File: config.mk
export PLATFORM = sky130hd
export DESIGN_NAME = frame_time_quality_governor
export DESIGN_NICKNAME = d
export VERILOG_FILES = /design/src/design/ftqg_pkg.sv /design/src/design/frame_time_quality_governor.sv /design/src/design/ftqg_div.sv
export SDC_FILE = /design/constraint.sdc
export NUM_CORES = 2
export LEC_CHECK = 0
export ABC_AREA = 1
export BUFFER_PORTS_ARGS = -buffer_cell sky130_fd_sc_hd__buf_2
export CORE_MARGIN = 1
export CORE_UTILIZATION = 40
export CTS_CLUSTER_SIZE = 8
export DETAILED_ROUTE_END_ITERATION = 8
export PLACE_DENSITY = 0.6
export SYNTH_ARGS = -nofsm -noshare
export SYNTH_HDL_FRONTEND = slang
export SYNTH_HIERARCHICAL = 1
export SYNTH_SLANG_ARGS = --single-unit
File: constraint.sdc
create_clock -name clk -period 5.3 [get_ports clk]
set_clock_uncertainty 0.1 [all_clocks]
set_input_delay 0.265 -clock clk [delete_from_list [all_inputs] [get_ports clk]]
set_output_delay 0.265 -clock clk [all_outputs]
set_load 0.02 [all_outputs]
File: src/design/ftqg_pkg.sv
// Shared types, register indexes and constants of the frame time quality governor.
// Used by the top level frame_time_quality_governor; depends on nothing.
`timescale 1ns / 1ps

package ftqg_pkg;

    // configuration register indexes
    localparam logic [2:0] CFG_FRAME_RATE   = 3'd0;
    localparam logic [2:0] CFG_LEVEL_LOW    = 3'd1;
    localparam logic [2:0] CFG_LEVEL_MIN    = 3'd2;
    localparam logic [2:0] CFG_LEVEL_START  = 3'd3;
    localparam logic [2:0] CFG_BIG_SCREEN   = 3'd4;
    localparam logic [2:0] CFG_VIDEO_WIDTH  = 3'd5;
    localparam logic [2:0] CFG_VIDEO_HEIGHT = 3'd6;

    localparam int CFG_W = 14;

    // item kinds
    localparam logic KIND_OPEN  = 1'b0;
    localparam logic KIND_FRAME = 1'b1;

    localparam logic [5:0] LEVEL_MAX  = 6'd63;
    localparam logic [5:0] FPS_MAX    = 6'd60;
    localparam int         MS_PER_SEC = 1000;

    // thresholds as exact integer ratios of the frame period
    localparam int PCT          = 100;
    localparam int SLOW_PCT     = 85;
    localparam int FAST_PCT     = 45;
    localparam int BIG_SLOW_AVG = 2;
    localparam int BIG_SLOW_SPD = 3;
    localparam int DEADLINE_PAD = 2;

    localparam logic [13:0] BIG_WIDTH  = 14'd1280;
    localparam logic [13:0] BIG_HEIGHT = 14'd720;

    typedef struct packed {
        logic        kind;
        logic [15:0] frame_time_ms;
        logic [31:0] now_ms;
        logic        draw_ready;
        logic        check_due;
    } in_item_t;

    typedef struct packed {
        logic        drawn;
        logic [15:0] average_ms;
        logic [5:0]  quality_level;
        logic        skip_pending;
        logic [31:0] skip_until_ms;
    } out_item_t;

    function automatic logic [5:0] raise_level(input logic [5:0] base);
        raise_level = (base >= LEVEL_MAX) ? LEVEL_MAX : base + 6'd1;
    endfunction

endpackage

File: src/design/frame_time_quality_governor.sv
// Sequence: from the accepting edge to out_valid, the bit-serial frame period divide
//   (1000/fps), a decision step, a read then a write per ring slot written (0 to 6
//   slots), an average step (reciprocal multiply) per average and the deadline and
//   quality step. Open items and undrawn big-screen frames write no ring slots and skip it.
// Flow: one item at a time; the next item is taken the cycle after the result is taken.
// Reset: asynchronous, active low; ring reads as zero, sum, position, level and skip clear,
//   configuration registers take their defaults. No clearing pass.
// Depends on ftqg_pkg and ftqg_div.
`timescale 1ns / 1ps

module frame_time_quality_governor #(
    parameter int WINDOW_LEN = 60
) (
    input  logic                         clk,
    input  logic                         rst_n,
    // configuration write port
    input  logic                         cfg_write,
    input  logic [2:0]                   cfg_index,
    input  logic [ftqg_pkg::CFG_W-1:0]   cfg_data,
    // item input
    input  logic                         in_valid,
    output logic                         in_stall,
    input  ftqg_pkg::in_item_t           in_item,
    // result output
    output logic                         out_valid,
    input  logic                         out_stall,
    output ftqg_pkg::out_item_t          out_item
);

    import ftqg_pkg::*;

    // sum of the ring; all ring entries are 16 bits
    localparam int SUM_W = 16 + $clog2(WINDOW_LEN);
    localparam int POS_W = $clog2(WINDOW_LEN);
    localparam int CMP_W = 24;

    // average = sum / WINDOW_LEN as (sum * AVG_RCP) >> AVG_SHIFT, exact for every sum
    localparam int AVG_SHIFT = SUM_W + $clog2(WINDOW_LEN);
    localparam int RCP_W     = SUM_W + 1;
    localparam int PROD_W    = SUM_W + RCP_W;
    localparam logic [RCP_W-1:0] AVG_RCP =
        RCP_W'(((64'd1 << AVG_SHIFT) + 64'(WINDOW_LEN) - 64'd1) / 64'(WINDOW_LEN));

    // sequencer, one-hot
    typedef enum logic [7:0] {
        ST_IDLE   = 8'b00000001,
        ST_SPD    = 8'b00000010,   // wait for frame period from divider
        ST_DECIDE = 8'b00000100,   // open, or skip and draw gating
        ST_RD     = 8'b00001000,   // read ring slot
        ST_WR     = 8'b00010000,   // update sum, write ring slot
        ST_AVGS   = 8'b00100000,   // register average from the sum
        ST_CHECK  = 8'b01000000,   // deadline and quality step
        ST_OUT    = 8'b10000000    // hold result
    } state_t;

    state_t state_reg, state_next;

    // configuration registers
    logic [7:0]  frame_rate_reg;
    logic [5:0]  level_low_reg;
    logic [5:0]  level_min_reg;
    logic [5:0]  level_start_reg;
    logic        big_screen_reg;
    logic [13:0] video_width_reg;
    logic [13:0] video_height_reg;

    // block state
    logic [SUM_W-1:0]      sum_reg, sum_next;
    logic [POS_W-1:0]      pos_reg, pos_next;
    logic [31:0]           deadline_reg, deadline_next;
    logic                  armed_reg, armed_next;
    logic [5:0]            level_reg, level_next;
    logic [WINDOW_LEN-1:0] valid_reg, valid_next;
    logic [15:0]           fill_reg, fill_next;   // value of slots not written since open

    // per-item working registers
    in_item_t     item_reg, item_next;
    logic [9:0]   spd_reg, spd_next;
    logic [15:0]  avg_reg, avg_next;
    logic         drawn_reg, drawn_next;
    logic [15:0]  sample_reg, sample_next;
    logic [1:0]   slots_reg, slots_next;
    logic         final_reg, final_next;

    // ring memory
    logic [15:0] ring_mem [WINDOW_LEN];
    logic [15:0] rd_data_reg;
    logic        rd_valid_reg;
    logic        ring_we;

    // divider
    logic        div_start;
    logic [9:0]  div_num;
    logic [5:0]  div_den;
    logic        div_done;
    logic [9:0]  div_quo;

    logic [5:0]        fps;
    logic              accept_in;
    logic [15:0]       old_entry;
    logic              big_video;
    logic              skipped;
    logic              drawn_now;
    logic [16:0]       avg_pad;
    logic [16:0]       ft_delta;
    logic              slow;
    logic              fast;
    logic [9:0]        open_fill;
    logic [PROD_W-1:0] avg_prod;

    // clamp frame rate to 1..60
    always_comb
    begin
        if (frame_rate_reg == 8'd0)
            fps = 6'd1;
        else if (frame_rate_reg > {2'b00, FPS_MAX})
            fps = FPS_MAX;
        else
            fps = frame_rate_reg[5:0];
    end

    assign accept_in = in_valid && !in_stall;
    assign in_stall  = (state_reg != ST_IDLE);
    assign out_valid = (state_reg == ST_OUT);

    // configuration writes
    always_ff @(posedge clk or negedge rst_n)
    begin
        if (!rst_n)
        begin
            frame_rate_reg   <= 8'd25;
            level_low_reg    <= 6'd4;
            level_min_reg    <= 6'd1;
            level_start_reg  <= 6'd2;
            big_screen_reg   <= 1'b0;
            video_width_reg  <= 14'd640;
            video_height_reg <= 14'd480;
        end
        else if (cfg_write)
        begin
            case (cfg_index)
                CFG_FRAME_RATE:   frame_rate_reg   <= cfg_data[7:0];
                CFG_LEVEL_LOW:    level_low_reg    <= cfg_data[5:0];
                CFG_LEVEL_MIN:    level_min_reg    <= cfg_data[5:0];
                CFG_LEVEL_START:  level_start_reg  <= cfg_data[5:0];
                CFG_BIG_SCREEN:   big_screen_reg   <= cfg_data[0];
                CFG_VIDEO_WIDTH:  video_width_reg  <= cfg_data[13:0];
                CFG_VIDEO_HEIGHT: video_height_reg <= cfg_data[13:0];
                default:          ;
            endcase
        end
    end

    // Divider: frame period 1000/fps, started on accept.
    assign div_start = accept_in;
    assign div_num   = 10'(MS_PER_SEC);
    assign div_den   = fps;

    ftqg_div #(
        .NUM_W (10),
        .DEN_W (6)
    ) u_div (
        .clk   (clk),
        .rst_n (rst_n),
        .start (div_start),
        .num   (div_num),
        .den   (div_den),
        .done  (div_done),
        .quo   (div_quo)
    );

    // window average by reciprocal multiply
    assign avg_prod = PROD_W'(sum_reg) * PROD_W'(AVG_RCP);

    // Ring slot value: a slot not written since open (or reset) holds the fill value.
    assign old_entry = rd_valid_reg ? rd_data_reg : fill_reg;

    assign big_video = (video_width_reg >= BIG_WIDTH) && (video_height_reg >= BIG_HEIGHT);
    assign skipped   = armed_reg && (item_reg.now_ms < deadline_reg);
    assign drawn_now = !skipped && item_reg.draw_ready;

    // deadline offsets: avg + 2 - spd in normal mode, ft - spd + 2 in big-screen mode
    assign avg_pad  = {1'b0, avg_reg} + 17'(DEADLINE_PAD);
    assign ft_delta = {1'b0, item_reg.frame_time_ms} - 17'(spd_reg) + 17'(DEADLINE_PAD);

    // threshold compares against the frame period, in exact integer ratios
    assign slow = big_screen_reg
        ? (CMP_W'(avg_reg) * CMP_W'(BIG_SLOW_AVG) > CMP_W'(spd_reg) * CMP_W'(BIG_SLOW_SPD))
        : (CMP_W'(avg_reg) * CMP_W'(PCT) > CMP_W'(spd_reg) * CMP_W'(SLOW_PCT));
    assign fast = CMP_W'(avg_reg) * CMP_W'(PCT) < CMP_W'(spd_reg) * CMP_W'(FAST_PCT);

    // 500/fps equals half the period rounded down
    assign open_fill = spd_reg >> 1;

    assign ring_we = (state_reg == ST_WR);

    always_comb
    begin
        state_next    = state_reg;
        sum_next      = sum_reg;
        pos_next      = pos_reg;
        deadline_next = deadline_reg;
        armed_next    = armed_reg;
        level_next    = level_reg;
        valid_next    = valid_reg;
        fill_next     = fill_reg;
        item_next     = item_reg;
        spd_next      = spd_reg;
        avg_next      = avg_reg;
        drawn_next    = drawn_reg;
        sample_next   = sample_reg;
        slots_next    = slots_reg;
        final_next    = final_reg;

        case (state_reg)
            ST_IDLE:
            begin
                if (accept_in)
                begin
                    item_next  = in_item;
                    state_next = ST_SPD;
                end
            end

            ST_SPD:
            begin
                if (div_done)
                begin
                    spd_next   = div_quo;
                    state_next = ST_DECIDE;
                end
            end

            ST_DECIDE:
            begin
                drawn_next = 1'b0;
                final_next = 1'b1;
                state_next = ST_AVGS;
                if (item_reg.kind == KIND_OPEN)
                begin
                    // refill the whole ring at once through the fill value
                    fill_next  = {6'd0, open_fill};
                    valid_next = '0;
                    sum_next   = SUM_W'(open_fill) * SUM_W'(WINDOW_LEN);
                    pos_next   = '0;
                    level_next = level_start_reg;
                end
                else
                begin
                    if (big_screen_reg && big_video)
                        level_next = raise_level(level_low_reg);
                    if (armed_reg && !skipped)
                        armed_next = 1'b0;
                    drawn_next = drawn_now;
                    if (!big_screen_reg || drawn_now)
                    begin
                        // larger than the whole sum: three slots, else two
                        sample_next = item_reg.frame_time_ms;
                        slots_next  = (SUM_W'(item_reg.frame_time_ms) > sum_reg) ? 2'd3 : 2'd2;
                        final_next  = 1'b0;
                        state_next  = ST_RD;
                    end
                end
            end

            ST_RD:
            begin
                state_next = ST_WR;
            end

            ST_WR:
            begin
                sum_next            = sum_reg - SUM_W'(old_entry) + SUM_W'(sample_reg);
                valid_next[pos_reg] = 1'b1;
                pos_next   = (pos_reg == POS_W'(WINDOW_LEN - 1)) ? '0 : pos_reg + POS_W'(1);
                slots_next = slots_reg - 2'd1;
                state_next = (slots_reg == 2'd1) ? ST_AVGS : ST_RD;
            end

            ST_AVGS:
            begin
                avg_next   = avg_prod[AVG_SHIFT +: 16];
                state_next = final_reg ? ST_OUT : ST_CHECK;
            end

            ST_CHECK:
            begin
                // arm a new skip deadline when frames run late
                if (!big_screen_reg)
                begin
                    if (avg_pad >= {7'd0, spd_reg})
                    begin
                        deadline_next = item_reg.now_ms + 32'(avg_pad - 17'(spd_reg));
                        armed_next    = 1'b1;
                    end
                end
                else if (item_reg.frame_time_ms > 16'(spd_reg))
                begin
                    deadline_next = item_reg.now_ms + 32'(ft_delta);
                    armed_next    = 1'b1;
                end

                final_next = 1'b1;
                state_next = ST_OUT;
                if (drawn_reg && item_reg.check_due)
                begin
                    if (slow)
                    begin
                        if (level_reg <= level_low_reg)
                        begin
                            level_next  = raise_level(level_reg);
                            sample_next = 16'd0;
                            slots_next  = 2'd2;
                            state_next  = ST_RD;
                        end
                    end
                    else if ((level_reg > level_min_reg) && fast)
                    begin
                        level_next  = level_reg - 6'd1;
                        sample_next = 16'(spd_reg);
                        slots_next  = (SUM_W'(spd_reg) > sum_reg) ? 2'd3 : 2'd2;
                        state_next  = ST_RD;
                    end
                end
            end

            ST_OUT:
            begin
                if (!out_stall)
                    state_next = ST_IDLE;
            end

            default:
            begin
                state_next = ST_IDLE;
            end
        endcase
    end

    always_ff @(posedge clk or negedge rst_n)
    begin
        if (!rst_n)
        begin
            state_reg    <= ST_IDLE;
            sum_reg      <= '0;
            pos_reg      <= '0;
            deadline_reg <= '0;
            armed_reg    <= 1'b0;
            level_reg    <= '0;
            valid_reg    <= '0;
            fill_reg     <= '0;
            item_reg     <= '0;
            spd_reg      <= '0;
            avg_reg      <= '0;
            drawn_reg    <= 1'b0;
            sample_reg   <= '0;
            slots_reg    <= '0;
            final_reg    <= 1'b0;
        end
        else
        begin
            state_reg    <= state_next;
            sum_reg      <= sum_next;
            pos_reg      <= pos_next;
            deadline_reg <= deadline_next;
            armed_reg    <= armed_next;
            level_reg    <= level_next;
            valid_reg    <= valid_next;
            fill_reg     <= fill_next;
            item_reg     <= item_next;
            spd_reg      <= spd_next;
            avg_reg      <= avg_next;
            drawn_reg    <= drawn_next;
            sample_reg   <= sample_next;
            slots_reg    <= slots_next;
            final_reg    <= final_next;
        end
    end

    // ring memory: one write port, one registered read port
    always_ff @(posedge clk)
    begin
        if (ring_we)
            ring_mem[pos_reg] <= sample_reg;
        rd_data_reg <= ring_mem[pos_reg];
    end

    always_ff @(posedge clk or negedge rst_n)
    begin
        if (!rst_n)
            rd_valid_reg <= 1'b0;
        else
            rd_valid_reg <= valid_reg[pos_reg];
    end

    // result
    always_comb
    begin
        out_item.drawn         = drawn_reg;
        out_item.average_ms    = avg_reg;
        out_item.quality_level = level_reg;
        out_item.skip_pending  = armed_reg;
        out_item.skip_until_ms = armed_reg ? deadline_reg : 32'd0;
    end

    // the block is free again right after a result is taken
    a_free_after_out: assert property (@(posedge clk) disable iff (!rst_n)
        (out_valid && !out_stall) |=> !in_stall)
        else $error("block not ready after result taken");

    // an accepted item never yields a result in the next cycle
    a_no_instant_result: assert property (@(posedge clk) disable iff (!rst_n)
        accept_in |=> (in_stall && !out_valid))
        else $error("result appeared without processing");

    // divider completes only while the sequencer waits for it
    a_div_done_waited: assert property (@(posedge clk) disable iff (!rst_n)
        div_done |-> (state_reg == ST_SPD))
        else $error("divider result not consumed");

    // a ring write burst always has slots left
    a_slots_left: assert property (@(posedge clk) disable iff (!rst_n)
        (state_reg == ST_RD || state_reg == ST_WR) |-> (slots_reg != 2'd0))
        else $error("ring write with no slots left");

endmodule

File: src/design/ftqg_div.sv
// Restoring divider, one quotient bit per cycle, for the frame time quality governor.
// Self-contained; instantiated by frame_time_quality_governor.
`timescale 1ns / 1ps

module ftqg_div #(
    parameter int NUM_W = 22,
    parameter int DEN_W = 9
) (
    input  logic             clk,
    input  logic             rst_n,
    input  logic             start,
    input  logic [NUM_W-1:0] num,
    input  logic [DEN_W-1:0] den,
    output logic             done,
    output logic [NUM_W-1:0] quo
);

    localparam int CNT_W = $clog2(NUM_W + 1);

    logic             busy_reg, busy_next;
    logic             done_reg, done_next;
    logic [CNT_W-1:0] cnt_reg, cnt_next;
    logic [DEN_W-1:0] rem_reg, rem_next;
    logic [DEN_W-1:0] den_reg, den_next;
    logic [NUM_W-1:0] quo_reg, quo_next;

    logic [DEN_W:0] trial;
    logic [DEN_W:0] diff;
    logic           fits;

    assign trial = {rem_reg, quo_reg[NUM_W-1]};
    assign diff  = trial - {1'b0, den_reg};
    assign fits  = trial >= {1'b0, den_reg};

    always_comb
    begin
        busy_next = busy_reg;
        done_next = 1'b0;
        cnt_next  = cnt_reg;
        rem_next  = rem_reg;
        den_next  = den_reg;
        quo_next  = quo_reg;
        if (start)
        begin
            busy_next = 1'b1;
            cnt_next  = CNT_W'(NUM_W);
            rem_next  = '0;
            den_next  = den;
            quo_next  = num;
        end
        else if (busy_reg)
        begin
            // shift in one numerator bit, subtract when it fits
            rem_next = fits ? diff[DEN_W-1:0] : trial[DEN_W-1:0];
            quo_next = {quo_reg[NUM_W-2:0], fits};
            cnt_next = cnt_reg - CNT_W'(1);
            if (cnt_reg == CNT_W'(1))
            begin
                busy_next = 1'b0;
                done_next = 1'b1;
            end
        end
    end

    always_ff @(posedge clk or negedge rst_n)
    begin
        if (!rst_n)
        begin
            busy_reg <= 1'b0;
            done_reg <= 1'b0;
            cnt_reg  <= '0;
            rem_reg  <= '0;
            den_reg  <= '0;
            quo_reg  <= '0;
        end
        else
        begin
            busy_reg <= busy_next;
            done_reg <= done_next;
            cnt_reg  <= cnt_next;
            rem_reg  <= rem_next;
            den_reg  <= den_next;
            quo_reg  <= quo_next;
        end
    end

    assign done = done_reg;
    assign quo  = quo_reg;

endmodule
# After elaboration in Yosys (flattened, before gate mapping)
# Memories as Yosys holds them, arrays and structs flattened. A register that Yosys moved wholly into a read port is not among the register bits.
# Cells that the tools add are included.
# op_classes
n_addsub,15
mul,6
div_mod_pow,0
order_cmp,18
eq_ne,32
n_shift,0
muxes,81
n_bitwise,2
reduce_logical,37
# op_table
operator,count
$mux 32,4
$pmux 60 s2,1
$mux 16,7
$mux 6,18
$mux 8,8
$pmux 8 s8,1
$mux 60,1
$or 60x60->60,1
$mul 22x23->44 const B,1
$pmux 22 s2,1
$add 32x17->32,1
$add 32x32->32,1
$lt 32x32->1,1
$pmux 16 s2,1
$pmux 6 s2,2
$gt 23x17->1,1
$lt 23x16->1,1
$add 22x16->22,1
$gt 10x22->1,1
$gt 16x22->1,1
$mux 22,1
$reduce_and 2->1,11
$sub 22x16->22,1
$mul 16x5->21 const B,1
other kinds (62),123
# word_totals
regBits,325
latch_bits,0
ram_bits,960
mem_bits_ro,0
input_bits,73
word_cells,225
memories,1
# memory_table
name,words,width,read_ports,rd_clocked_by_memory_dff,wr,line,rtl
ring_mem,60,16,1,1,1,frame_time_quality_governor.sv:86,logic [15:0] ring_mem [WINDOW_LEN];

# Logic depth before layout (Yosys ltp)
# depth
depth_word,8
depth_mapped,38
depth_no_buf,37

# Cells and area by module
# Netlist, hierarchy kept.
# modules_own_cells
module,instances,cells_per_inst,area_per_inst_um2,seq_area_each_um2
frame_time_quality_governor,1,6233,66292.3,36294.8
ftqg_div,1,187,1557.7,700.7

# Least setup slack after synthesis
# No wires, ideal clock.
# synth_timing
kind,reg-to-reg
start,register spd_reg[3]
end,register sample_reg[10]
setup_ns,0.122
t_arrival_ns,5.575
path_slack_ns,-0.497
stages_incl_launch_ff,38
synth_period_minus_slack_ns,5.797
path_cell_list,dfrtp_1 -> ha_1 -> xnor2_1 -> inv_1 -> ha_1 -> or2_2 -> ha_1 -> inv_1 -> fa_1 -> inv_1 -> ha_1 -> inv_1 -> o21ai_0 -> a21oi_1 -> o21ai_0 -> a21oi_1 -> o21bai_1 -> a21oi_1 -> [... 2 more ...] -> xor2_1 -> ha_1 -> inv_1 -> nor2_1 -> nand2_1 -> nor2_1 -> a21oi_1 -> a21oi_1 -> nand3_2 -> o21bai_4 -> nand2_4 -> nand2_2 -> nand3_2 -> nand2_4 -> nand2_4 -> buf_6 -> nand2_1 -> nand2_1
# synth_between
elab_chain_cells,6
# synth_lines
element,line,rtl
start: declaration,frame_time_quality_governor.sv:78,"logic [9:0] spd_reg, spd_next;"
start signal: assignment,frame_time_quality_governor.sv:371,spd_reg <= spd_next;
$mul 10x7->17 or $mul 10x2->12 (tied branches),"frame_time_quality_governor.sv:189, frame_time_quality_governor.sv:188",
$gt 23x17->1 or $gt 17x12->1 (tied branches),"frame_time_quality_governor.sv:189, frame_time_quality_governor.sv:188",
$mux 1,frame_time_quality_governor.sv:188,? (CMP_W'(avg_reg) * CMP_W'(BIG_SLOW_AVG) > CMP_W'(spd_reg) * CMP_W'(BIG_SLOW_SPD))
$mux 16,frame_time_quality_governor.sv:307,if (slow)
$mux 16,frame_time_quality_governor.sv:305,if (drawn_reg && item_reg.check_due)
$pmux 16 s2,frame_time_quality_governor.sv:215,case (state_reg)
end signal: assignment,frame_time_quality_governor.sv:374,sample_reg <= sample_next;
end: declaration,frame_time_quality_governor.sv:81,"logic [15:0] sample_reg, sample_next;"
# Parallel ways exist; a longest one is shown, timed or not. The select of a mux whose other input is x is not followed.
# A chain may end at the register's enable or synchronous reset.

# Final worst setup path
# layout_timing
start,register spd_reg[3]
end,register sample_reg[2]
# The elaborated chain is that of the path after synthesis.

==> impl_results.md <==
- FF+latch count, synth: 1289
- Int Pwr: 24000 µW
- Share of the synthesized area in the top cell type: 42.5%
- RSZ-0062 raised after global routing: yes
- Synth Cell Area: 67900 µm²
- Failing checks: setup timing
- DR WL/cell: 21.9 µm
- CP max-delay cell: fa_1
- Pwr Total: 38700 µW
- Reg area: 37000 µm²
- NetSw: 14700 µW
- Xor/xnor share of the synthesized area: 1.42%
- Detailed-route wire length: 202 mm
- # placed instances: 8847
- Worst vdd ir: 0.341 mV
- Setup crit start kind: register
- DR vias: 50100
- Simple-gate share of the synthesized area: 13.3%
- Number of flops mapped to enable cells by yosys: 960
- Core area: 168000 µm²
- Setup violators final: 26
- CP required: 5840 ps
- Leading cell type in the layout, fill and taps excluded: nand2_1
- Max cap viols: 0
- Slew HR: 22.4%
- Initial Util: 40.4%
- Cell taking the most area after synthesis: edfxtp_1
- Area of the multi-input gates: 27800 µm²
- Synth Area in Adders: 13.7%
- Reg clk slew, reported paths: 80 ps
- Layout area overhead: 17.6%
- Global-route usage over all layers: 23.5%
- IO Pins: 131
- WP data arrival: 6180 ps
- Clock Path Buffers: 3
- Sequential power share: 32.7%
- Outcome: complete, but fails checks
- Synth cell types: 72
- Area contributors post-synth: edfxtp_1, dfrtp_1, ha_1, nand2_1, inv_1
- Detail Placement HPWL: 136 mm
- HP Class: in2reg
- Final Cycle Share: 106%
- CP most frequent cell: nand2_1
- Port bufs: 130
- Synthesized area per cell: 10.6 µm²
- Slew Limit Fails: 0
- Die ar.: 171000 µm²
- CTS H-tree lvls: 4
- Worst Max-Slew Pin Slew: 1160 ps
- Crit path time final: 5640 ps
- Sequential fraction of the synthesis area: 54.5%
- Share of cells above drive strength 1: 12.8%
- DIE WIDTH: 414 µm
- Cells after Synth: 6420
- Synth Warn #: 6
- CP Capture Type: register
- CTS tree: done
- Main synth FF type: edfxtp_1
- Final ANT Viol Nets: 0
- Fin. Hold Viols: 0
- Fillers: 15300
- Most frequent cells in the layout: nand2_1, edfxtp_1, inv_1
- First-pass GRT wire length: 305 mm
- Post-synthesis mux area share: 0.0148%
- Clock share of power: 27.4%
- Sw Share: 37.9%
- Post-Layout Cell Count: 9207
- Drt pass-1 iters: 6
- Gpl congestion: 0.906
- Crit-path max cell delay: 480 ps
- Via density: 5.44
- Die span in y: 414 µm
- Rows: 150
- Synth Area in Compound Gates: 11.2%
- DRC: 0
- Drt first-iter violations: 4695
- Sink Count: 1289
- Async SR Flop Fraction: 24.3%
- Combinational Power Share: 39.9%
- Max reg flops: 960
- Critical path peak fanout: 8
- Initial antenna violation count: 3
- P per Cell Area: 485 nW/µm²
- Grt ovf: 0
- Crit Path Category: reg2reg
- Largest family of logic cells by synthesized area: adder cells
- Vias in the first global route: 49600
- P_leak: 0.0336 µW
- Root Driver: clkbuf_16
- Worst skew pair latency: 810 ps
- Total CTS buffers: 180
- Setup ws final: -336 ps
- Largest net degree at the start of global routing: 146
- Fin nets: 7656
- Highest clock rate: 0.177 GHz
logic make-up (layout without fill, tap and decap cells):
logic type / Yosys count / in the layout
AOI/OAI and AO/OA: 1201 / 1201
xor gates and xnor gates: 110 / 110
adders and majority gates: 663 / 663
buffers and inverters: 1027 / 1599
DFF: 1289 / 1289
muxes: 1 / 1
other: 2 / 11
and+or+nand+nor: 2127 / 2129
metal layers:
metal  routed length, µm  track usage, %  share of wire, %
met1               86000            31.2                43
met2               96100            38.9                48
met3               12700            3.58               6.3
met4                7190            8.38               3.6
met5                  13               0            0.0064
worst paths after layout:
check | from | endpoint | slack [ps] | cells past startpoint
max | spd_reg[3]$_DFFE_PN0P_ | sample_reg[2]$_DFFE_PN0P_ | -340 | 38
min | in_item[26] | item_reg[26]$_DFFE_PN0P_ | 100 | 4
max reg2reg | spd_reg[3]$_DFFE_PN0P_ | sample_reg[2]$_DFFE_PN0P_ | -340 | 38
min reg2reg | final_reg$_DFFE_PN0P_ | state_reg[6]$_DFFE_PN0P_ | 360 | 1
max in group asynchronous | rst_n | sample_reg[12]$_DFFE_PN0P_ | 3530 | 4
min in group asynchronous | rst_n | video_width_reg[8]$_DFFE_PN0P_ | 400 | 3
final cells by class:
class	instances	share of cell area, %
Tap cell	2204	3.46
Multi-Input combinational cell	4114	34.8
Clock buffer	248	6.02
Sequential cell	1289	46.4
Antenna cell	1	0.00314
Timing Repair Buffer	528	5.04
Inverter	807	3.82
Clock inverter	16	0.474
cells in the mapped netlist, drive strengths merged (20+ instances only):
library cell  number
or2               24
xor2              65
nor3              86
o211ai            20
xnor2             45
o22ai             39
clkbuf           130
a31oi             43
buf               90
a221oi           103
nand3            239
nand2           1307
nand4            138
ha               527
edfxtp           960
a22o              67
o21bai            22
fa               136
a22oi            135
nor2             302
inv              800
a21oi            319
dfrtp            301
o21ai            346
what timing repair did:
action,CTS,global route
endpoints found under the hold margin,188,0
pin swaps,27,27
gates cloned,3,0
buffers inserted,7,3
hold buffers,82,0
gates resized for setup,36,70
endpoints found under the setup margin,28,50
power by group through the flow:
stage          Sequential, µW  Combinational [µW]  Clock (µW)
2_1_floorplan           12900                9950           0
3_3_place_gp            12800               14600           0
3_5_place_dp            12800               14800           0
4_1_cts                 12600               15100       10800
5_1_grt                 12700               17400       11200
6_report                12600               15400       10600
stage by stage:
stage                     cell area (µm²)  util, %  hold slack, ps  worst slack (ps)  setup TNS [ps]
after floorplan                     68000        -            -131             -94.4           -1140
after global placement              73200     43.6             202              -388           -9170
after detailed placement            73200     43.6             204              -468          -11330
after CTS                           79500     47.4            48.1              -323           -7740
after global routing                79800     47.6            89.4              -700          -17540
final                               79800     47.6             103              -336           -7950
worst max-delay path, delay by kind of cell, from the launching register on:
kind                       cells  cell delay (ps)
and+or+nand+nor               20             1780
adders and majority gates      6             1770
AOI/OAI and AO/OA              5              680
DFF                            1              470
xor gates and xnor gates       2              340
buffers and inverters          5              330
Note: power is estimated with default switching activity, not from simulation.
